===== src/kfm_pkg.sv =====
`timescale 1ns / 1ps
`default_nettype none
// ----------------------------------------------------------------------------
// kfm_pkg: shared types and constants for the first-match string search
// Pattern store depth, field widths, status codes and the control bundle
// that the top level broadcasts to the row of match cells.
// ----------------------------------------------------------------------------
package kfm_pkg;

  localparam int MAX_PATTERN = 32;
  localparam int LEN_W       = $clog2(MAX_PATTERN + 1);
  localparam int SYM_W       = 8;
  localparam int POS_W       = 24;

  localparam logic MODE_PATTERN = 1'b0;
  localparam logic MODE_TEXT    = 1'b1;

  typedef enum logic [1:0] {
    ST_PENDING   = 2'd0,
    ST_FOUND     = 2'd1,
    ST_NOT_FOUND = 2'd2,
    ST_OVERFLOW  = 2'd3
  } status_e;

  typedef struct packed {
    logic             step;  // text byte runs through the cells
    logic             clr;   // drop all partial matches
    logic             load;  // pattern byte is written into one cell
    logic [SYM_W-1:0] sym;
  } kfm_ctrl_t;

  typedef struct packed {
    status_e          status;
    logic [POS_W-1:0] pos;
  } kfm_res_t;

endpackage
`default_nettype wire


===== src/kfm_cell.sv =====
`timescale 1ns / 1ps
`default_nettype none
// ----------------------------------------------------------------------------
// kfm_cell: one pattern position of the match row
// Holds one pattern byte and a flag that says the pattern prefix ending at
// this byte matches the text seen so far; the flag feeds the next cell.
// ----------------------------------------------------------------------------
module kfm_cell import kfm_pkg::*; (
  input  wire logic      clk_i,
  input  wire logic      rst_ni,
  input  wire kfm_ctrl_t ctrl_i,
  input  wire logic      act_i,
  input  wire logic      en_i,
  input  wire logic      sel_i,
  input  wire logic      tail_i,
  output logic           hit_o,
  output logic           match_o
);

  logic [SYM_W-1:0] sym_q;
  logic             hit_q;
  logic             hit_d;

  always_ff @(posedge clk_i) begin
    if (ctrl_i.load && sel_i) begin
      sym_q <= ctrl_i.sym;
    end
  end

  always_comb begin
    hit_d = hit_q;
    if (ctrl_i.step) begin
      // extend the prefix from the left neighbor by this byte
      hit_d = act_i & en_i & (sym_q == ctrl_i.sym);
    end else if (ctrl_i.clr) begin
      hit_d = 1'b0;
    end
  end

  always_ff @(posedge clk_i or negedge rst_ni) begin
    if (!rst_ni) begin
      hit_q <= 1'b0;
    end else begin
      hit_q <= hit_d;
    end
  end

  assign hit_o   = hit_q;
  assign match_o = ctrl_i.step & hit_d & tail_i;

endmodule
`default_nettype wire


===== src/kfm_out_stage.sv =====
`timescale 1ns / 1ps
`default_nettype none
// ----------------------------------------------------------------------------
// kfm_out_stage: result register
// Holds one finished result until the consumer takes it, so the input side
// keeps moving whenever the register is empty or drains in the same cycle.
// ----------------------------------------------------------------------------
module kfm_out_stage import kfm_pkg::*; (
  input  wire logic     clk_i,
  input  wire logic     rst_ni,
  input  wire logic     push_i,
  input  wire kfm_res_t res_i,
  output logic          full_stall_o,
  output logic          out_valid_o,
  input  wire logic     out_stall_i,
  output kfm_res_t      res_o
);

  logic     valid_q;
  logic     valid_d;
  kfm_res_t res_q;
  logic     open;

  assign open         = ~valid_q | ~out_stall_i;
  assign full_stall_o = ~open;
  assign valid_d      = open ? push_i : valid_q;

  always_ff @(posedge clk_i or negedge rst_ni) begin
    if (!rst_ni) begin
      valid_q <= 1'b0;
    end else begin
      valid_q <= valid_d;
    end
  end

  always_ff @(posedge clk_i) begin
    if (open && push_i) begin
      res_q <= res_i;
    end
  end

  assign out_valid_o = valid_q;
  assign res_o       = res_q;

endmodule
`default_nettype wire


===== src/kmp_first_match_search.sv =====
`timescale 1ns / 1ps
`default_nettype none
// ----------------------------------------------------------------------------
// kmp_first_match_search: first-match string search over a byte stream
// Pattern bytes load a row of match cells; text bytes then shift prefix
// match flags along the row, and the first full match position is reported.
// ----------------------------------------------------------------------------
//  channel | signals                                     | direction
//  --------+---------------------------------------------+----------
//  in      | in_valid_i, in_stall_o, mode_i, symbol_i,   | consumer
//          | first_i, last_i                             |
//  out     | out_valid_o, out_stall_i, status_o,         | producer
//          | match_position_o                            |
//
// One item per cycle: each text byte of a live search is matched against all
// pattern cells at once, and its result is registered in the output register in the cycle after the
// transfer. The input stalls only while that register is full and stalled.
// Reset clears the length, flags, position and match flags; the pattern
// bytes themselves need no reset.
// ----------------------------------------------------------------------------
module kmp_first_match_search import kfm_pkg::*; (
  input  wire logic             clk_i,
  input  wire logic             rst_ni,
  input  wire logic             in_valid_i,
  output logic                  in_stall_o,
  input  wire logic             mode_i,
  input  wire logic [SYM_W-1:0] symbol_i,
  input  wire logic             first_i,
  input  wire logic             last_i,
  output logic                  out_valid_o,
  input  wire logic             out_stall_i,
  output logic [1:0]            status_o,
  output logic [POS_W-1:0]      match_position_o
);

  logic             accept;
  logic             is_pat;
  logic             is_text;
  logic [LEN_W-1:0] len_q, len_d, len_cur;
  logic             ovf_q, ovf_d;
  logic             found_q, found_d, found_cur;
  logic [POS_W-1:0] tp_q, tp_d, tp_cur;
  kfm_ctrl_t        ctrl;
  kfm_res_t         res;
  kfm_res_t         res_out;
  logic             full_stall;
  logic [MAX_PATTERN-1:0] hit;
  logic [MAX_PATTERN-1:0] match;
  logic             hit_any;

  assign accept  = in_valid_i & ~in_stall_o;
  assign is_pat  = accept & (mode_i == MODE_PATTERN);
  assign is_text = accept & (mode_i == MODE_TEXT);
  assign in_stall_o = full_stall;

  // a new pattern starts from an empty store
  assign len_cur   = (is_pat && first_i) ? '0 : len_q;
  assign found_cur = first_i ? 1'b0 : found_q;
  assign tp_cur    = first_i ? '0 : tp_q;
  assign hit_any   = |match;

  always_comb begin
    len_d      = len_q;
    ovf_d      = ovf_q;
    found_d    = found_q;
    tp_d       = tp_q;
    ctrl.step  = 1'b0;
    ctrl.clr   = accept & first_i;
    ctrl.load  = 1'b0;
    ctrl.sym   = symbol_i;
    res.status = ST_PENDING;
    res.pos    = '0;
    if (is_pat) begin
      found_d = found_cur;
      tp_d    = tp_cur;
      if (first_i) begin
        ovf_d = 1'b0;
      end
      if (len_cur >= LEN_W'(MAX_PATTERN)) begin
        ovf_d      = 1'b1;
        res.status = ST_OVERFLOW;
      end else begin
        ctrl.load  = 1'b1;
        len_d      = len_cur + LEN_W'(1);
        res.status = (first_i || !ovf_q) ? ST_PENDING : ST_OVERFLOW;
      end
    end else if (is_text) begin
      found_d = found_cur;
      tp_d    = tp_cur;
      if (ovf_q) begin
        res.status = ST_OVERFLOW;
      end else if (found_cur) begin
        // hold the first match until a new search
        res.status = ST_FOUND;
        res.pos    = tp_cur - POS_W'(len_q);
      end else begin
        ctrl.step = 1'b1;
        tp_d      = tp_cur + POS_W'(1);
        if (hit_any) begin
          found_d    = 1'b1;
          res.status = ST_FOUND;
          res.pos    = tp_d - POS_W'(len_q);
        end else begin
          res.status = last_i ? ST_NOT_FOUND : ST_PENDING;
        end
      end
    end
  end

  always_ff @(posedge clk_i or negedge rst_ni) begin
    if (!rst_ni) begin
      len_q   <= '0;
      ovf_q   <= 1'b0;
      found_q <= 1'b0;
      tp_q    <= '0;
    end else begin
      len_q   <= len_d;
      ovf_q   <= ovf_d;
      found_q <= found_d;
      tp_q    <= tp_d;
    end
  end

  for (genvar k = 0; k < MAX_PATTERN; k++) begin : g_cell
    logic act;
    if (k == 0) begin : g_head
      assign act = 1'b1;
    end else begin : g_body
      assign act = hit[k-1] & ~ctrl.clr;
    end

    kfm_cell u_cell (
      .clk_i   (clk_i),
      .rst_ni  (rst_ni),
      .ctrl_i  (ctrl),
      .act_i   (act),
      .en_i    (LEN_W'(k) < len_cur),
      .sel_i   (LEN_W'(k) == len_cur),
      .tail_i  (LEN_W'(k + 1) == len_cur),
      .hit_o   (hit[k]),
      .match_o (match[k])
    );
  end

  kfm_out_stage u_out (
    .clk_i        (clk_i),
    .rst_ni       (rst_ni),
    .push_i       (accept),
    .res_i        (res),
    .full_stall_o (full_stall),
    .out_valid_o  (out_valid_o),
    .out_stall_i  (out_stall_i),
    .res_o        (res_out)
  );

  assign status_o         = res_out.status;
  assign match_position_o = res_out.pos;

endmodule
`default_nettype wire

===== config.mk =====
export PLATFORM = sky130hd
export DESIGN_NAME = kmp_first_match_search
export DESIGN_NICKNAME = d
export VERILOG_FILES = /design/src/kfm_pkg.sv /design/src/kfm_cell.sv /design/src/kfm_out_stage.sv /design/src/kmp_first_match_search.sv
export SDC_FILE = /design/constraint.sdc
export NUM_CORES = 1
export LEC_CHECK = 0
export BUFFER_PORTS_ARGS = -buffer_cell sky130_fd_sc_hd__buf_2
export CORE_ASPECT_RATIO = 0.7
export CORE_MARGIN = 5
export CORE_UTILIZATION = 60
export DETAILED_ROUTE_END_ITERATION = 10
export PLACE_DENSITY = 0.83
export SETUP_SLACK_MARGIN = 0.5
export SLEW_MARGIN = 20
export SYNTH_ARGS = -nofsm -noshare
export SYNTH_HDL_FRONTEND = slang
export SYNTH_SLANG_ARGS = --single-unit

===== constraint.sdc =====
create_clock -name clk_i -period 6.64 [get_ports clk_i]
set_input_delay 0.996 -clock clk_i [delete_from_list [all_inputs] [get_ports clk_i]]
set_output_delay 0.996 -clock clk_i [all_outputs]
set_load 0.1 [all_outputs]

Word level (Yosys, flattened, before mapping)
Index checks and enable logic that the tools add are counted.
Cells by class
  $add $sub $neg: 4
  multiply operators: 0
  div/mod/pow operators: 0
  order comparisons: 33
  equal/unequal tests: 64
  shifts and indexed selects: 0
  multiplexer cells: 94
  bitwise operators: 170
  reductions and logical operators: 43
Operators by type and width (number)
  $eq 8x8->1: 32
  $mux 24: 7
  $and 1x1->1: 162
  $eq 5x6->1 const A: 16
  $lt 5x6->1 const A: 16
  $mux 1: 78
  $mux 26: 2
  $eq 4x6->1 const A: 8
  $lt 4x6->1 const A: 8
  $sub 24x6->24: 2
  $logic_and 1x1->1: 34
  $reduce_or 32->1: 1
  $add 24x1->24 const B: 1
  $eq 3x6->1 const A: 4
  $lt 3x6->1 const A: 4
  $eq 2x6->1 const A: 2
  $lt 1x6->1 const A: 2
  $lt 2x6->1 const A: 2
  $mux 2: 6
  $not 1->1: 7
  $add 6x1->6 const B: 1
  $eq 1x6->1 const A: 1
  $eq 6x6->1 const A: 1
  $ge 6x6->1 const B: 1
  8 further kinds: 10
Word-level totals
  register bits after elaboration: 347
  bits in latches: 0
  memory bits (writable): 0
  bits in read-only memories: 0
  input port bits: 15
  output and inout bits: 28
  logic and storage cells: 479
  memories: 0

Depth between registers and ports, before layout
  word-level depth: 18
  gate-level depth with buffers: 21
  depth with buffers taken out: 17

By module
A second synthesis with hierarchy kept.
Second synthesis, totals
  cells, all modules: 1469
  area, all modules: 17865.9 um^2
By module, submodules not included
  kfm_cell: times used 32, cells an instance 24, area each 389.1 um^2, seq. area each 265.3 um^2
  kmp_first_match_search: times used 1, cells an instance 671, area each 4583.1 um^2, seq. area each 800.8 um^2
  kfm_out_stage: times used 1, cells an instance 30, area each 830.8 um^2, seq. area each 805.8 um^2

Least setup slack after synthesis
OpenSTA, ideal clock, no wires.
  kind: in2reg
  start: in in_valid_i
  end: reg u_out.res_q, in the netlist u_out.res_o[25], data pin
  library setup time: 0.148 ns
  arrival: 5.191 ns
  data required time: 6.492 ns
  slack: 1.301 ns
  stages on the path: 18
  buffers on the path: 4
  cell sequence: a21bo_1 buf_6 inv_2 buf_2 nand3_1 clkbuf_1 nand2_1 ha_1 nor3b_2 and2_1 nor4_1 a22oi_1 nand3_1 or4_1 or4_1 buf_2 or3b_1 a21oi_1
RTL lines
  start: declaration: RTL line kmp_first_match_search.sv:24  | input wire logic in_valid_i,
  end signal: assignment: RTL line kfm_out_stage.sv:38  | res_q <= res_i;
  end: declaration: RTL line kfm_out_stage.sv:21  | kfm_res_t res_q;

Worst setup path in the final report
  start: in symbol_i[6]
  end: reg u_out.res_q, in the netlist u_out.res_o[7], data pin
Between the ends
  word-level cells in the longest chain between the ends: 8
  elaborated cells on any way between the ends: 163
  classes of those cells: eq/ne (32); mux (34); bitwise (96); reduce/logical (1)
RTL lines
  start: declaration: RTL line kmp_first_match_search.sv:27  | input wire logic [SYM_W-1:0] symbol_i,
  $eq 8x8->1: RTL line kfm_cell.sv:34  | hit_d = act_i & en_i & (sym_q == ctrl_i.sym);
  $and 1x1->1: RTL line kfm_cell.sv:34
  $mux 1: RTL line kfm_cell.sv:32  | if (ctrl_i.step) begin
  $and 1x1->1 (2 in series): RTL line kfm_cell.sv:49  | assign match_o = ctrl_i.step & hit_d & tail_i;
  $reduce_or 32->1 *: RTL line kmp_first_match_search.sv:60  | assign hit_any = |match;
  $mux 24 *: RTL line kmp_first_match_search.sv:99  | if (hit_any) begin
  $mux 26 *: RTL line kmp_first_match_search.sv:92  | end else if (found_cur) begin
Mark *: on every way between the ends. The rest lies on a longest branch, timed or not.
A chain may end at the register's enable or synchronous reset.

==> results.txt <==
outcome -> complete, no violations
RSZ-0062 raised after global routing -> false
fin. max-slew vios -> 0
CTS H-tree lvls -> 2
antenna-violating nets left -> 0
Slew @ Worst Pin -> 1180 ps
Min-Delay Endpoint -> g_cell[10].u_cell.hit_o
hold path start -> g_cell[10].u_cell.hit_o
min Tclk post-route -> 4830 ps
clk_lat worst skew -> 530 ps
Lkg Pwr -> 6.90 nW
Worst EP required -> 6960 ps
dominant cell type by area after synthesis -> edfxtp_1
sequential cell fraction of total power -> 0.437
post-route insts no fill -> 2162
Core Area -> 30200 sq um
Final Skew -> 13.8 ps
area of the multi-input gates -> 7980 sq um
post-placement cell count -> 2100
Net count, final -> 1759
Area growth syn-to-layout -> 10.6%
top-count cell post-synth -> edfxtp_1
power per cell area -> 277 nW/um^2
number of diodes -> 0
Row Count -> 53
CP Capture Type -> register
Yosys reg bits -> 346
TritonCTS Buffers -> 35
Starting Density -> 0.614
# IOs -> 43
R2R cell count -> 17
Internal -> 3.94 mW
R2R Setup Slk -> 2000 ps
CTS Hold Bufs -> 0
Post-Synthesis Cell Area -> 18600 sq um
WL final -> 59600 microns
largest net degree at the start of global routing -> 65
CTS Buffer Depth -> 3
Fin. Hold Viols -> 0
CP Max Fanout -> 28
wire length per cell -> 27.6 microns
ys async rst share -> 0.185
Max Cap Viol -> 0
final global-route overflow total -> 0
CTS tree -> done
cells after synthesis -> 1673
clock root buffer -> clkbuf_16
initial DRC count -> 2102
Sw Pwr -> 1.76 mW
Top FF cell, synth -> edfxtp_1
switch share -> 0.309
Gate power share -> 0.211
Chip Height -> 157 microns
DRC -> 0
Total GRT Usage -> 0.344
Reg area -> 10100 sq um
type of origin of the critical path -> input pin
synth top area cells -> edfxtp_1 46%, xnor2_1 12%, dfrtp_1 8.6%
crit path kind -> input pin to register
Via Count -> 14529
DP HPWL -> 42800 microns
Slew HR -> 0.211
global-route wire length before repair -> 88400 microns
arrival time at the worst endpoint -> 5150 ps
setup TNS -> 0 ps
CTS sink count -> 346
syn avg cell area -> 11.1 sq um
R2R Path End -> u_out.res_o[25]
clock share of power -> 0.353
proportion of layout cells with a drive suffix above 1 -> 0.106
initial antenna violation count -> 1
setup bufs post-CTS -> 0
synth warn -> 0
CTS resizes -> 0
endpoints failing setup -> 0
sequential area share after synthesis -> 0.543
Hold Crit Class -> register to register
Die X -> 220 microns
vias in the first global route -> 13888
DR vias/cell -> 6.72
Yosys top cell area share -> 0.456
WHS Path Cells -> 2
crit share post-route -> 0.728
gpl congestion -> 1.05
peak supply drop -> 225 uV
FMAX -> 0.207 GHz
EDFF count, synth -> 282
Final Hold Slack -> 485 ps
DR pass1 iterations -> 9
Netlist cell types -> 82
Post-synth top cells -> 282 x edfxtp_1, 255 x xnor2_1, 156 x nand2_1
I/O Buffers -> 42
origin of the critical flop-to-flop path -> u_out.out_valid_o
Die ar. -> 34600 sq um
post-synthesis net count -> 1707
clock-pin slew on the worst setup and hold paths -> 70 ps
Fill cells -> 2242
==> worst max-delay path by stage <==
stage                     depth (start not counted)   startpoint               to
after floorplan                                  18   in_valid_i  u_out.res_o[25]
after global placement                           17   in_valid_i  u_out.res_o[11]
after detailed placement                         16       mode_i  u_out.res_o[10]
after CTS                                        16       mode_i  u_out.res_o[10]
after global routing                             17       mode_i  u_out.res_o[25]
final                                            11  symbol_i[6]   u_out.res_o[7]
==> cells by family (layout without fill, tap and decap cells) <==
group / after synthesis / count (layout) / share of synthesized area
AOI/OAI and AO/OA: 196 / 196 / 0.0762
xor gates and xnor gates: 315 / 315 / 0.149
adders and majority gates: 19 / 19 / 0.0136
DFF: 346 / 346 / 0.543
and+or+nand+nor: 676 / 676 / 0.189
muxes: 5 / 5 / 0.00276
buffers and inverters: 116 / 193 / 0.0274
==> placed cells by master (no fill, tap or decap), types with 59 or more instances in the layout <==
cell | synthesis | final
edfxtp_1 | 282 | 282
dfrtp_1 | 64 | 64
xor2_1 | 60 | 60
nand4_1 | 79 | 79
nor2_1 | 122 | 121
nor4_1 | 59 | 59
xnor2_1 | 255 | 255
nand2_1 | 156 | 156
nand3_1 | 93 | 93
buf_4 | 2 | 66
==> routing by layer <==
| metal | GRT usage | up-vias | routed length, microns |
|---|---|---|---|
| met3 | 0.120 | 108 | 8140 |
| met2 | 0.482 | 1006 | 24600 |
| li1 | - | 6253 | - |
| met5 | 0 | - | 0 |
| met4 | 0.0760 | 0 | 1310 |
| met1 | 0.521 | 7162 | 25500 |
==> power groups by stage <==
stage / clock [mW] / combinational [mW] / sequential (mW)
final: 2.01 / 1.20 / 2.49
after global routing: 2.11 / 1.26 / 2.49
after CTS: 2.02 / 1.15 / 2.48
after detailed placement: 0 / 1.14 / 2.53
after global placement: 0 / 1.13 / 2.53
after floorplan: 0 / 0.737 / 2.51
==> critical path: stages <==
cell       delay (ps)
buf_2             660
buf_4             300
xor2_1             80
nor4_1            640
o2111ai_1         370
nor4_1            620
and3_1            360
nand2b_1          190
or4_1             380
o21ai_0           160
a21oi_1           320
==> through the flow <==
step / utilization / setup WS, ps / power [mW] / area [sq um]
after floorplan: - / 1300 / 3.25 / 18600
after global placement: 0.641 / 1450 / 3.66 / 19400
after detailed placement: 0.641 / 1380 / 3.66 / 19400
after CTS: 0.679 / 1910 / 5.65 / 20500
after global routing: 0.679 / 1690 / 5.86 / 20500
final: 0.679 / 1810 / 5.69 / 20500
==> sequential cells by signal, indices dropped and copies added (netlist names) <==
register / cells
g_cell.u_cell.sym_q: 256
g_cell.u_cell.hit_o: 31
u_out.res_o: 26
tp_q: 24
len_q: 6
found_q: 1
ovf_q: 1
u_out.out_valid_o: 1
==> final cells by class <==
cell class,instances,share of cell area
clock buffers,44,0.0464
clock inverters,18,0.00939
inverters,22,0.00402
multi-input cells,1211,0.389
flip-flops and latches,346,0.491
well taps,412,0.0251
repair buffers,109,0.0354
Note: power is estimated with default switching activity, not from simulation.
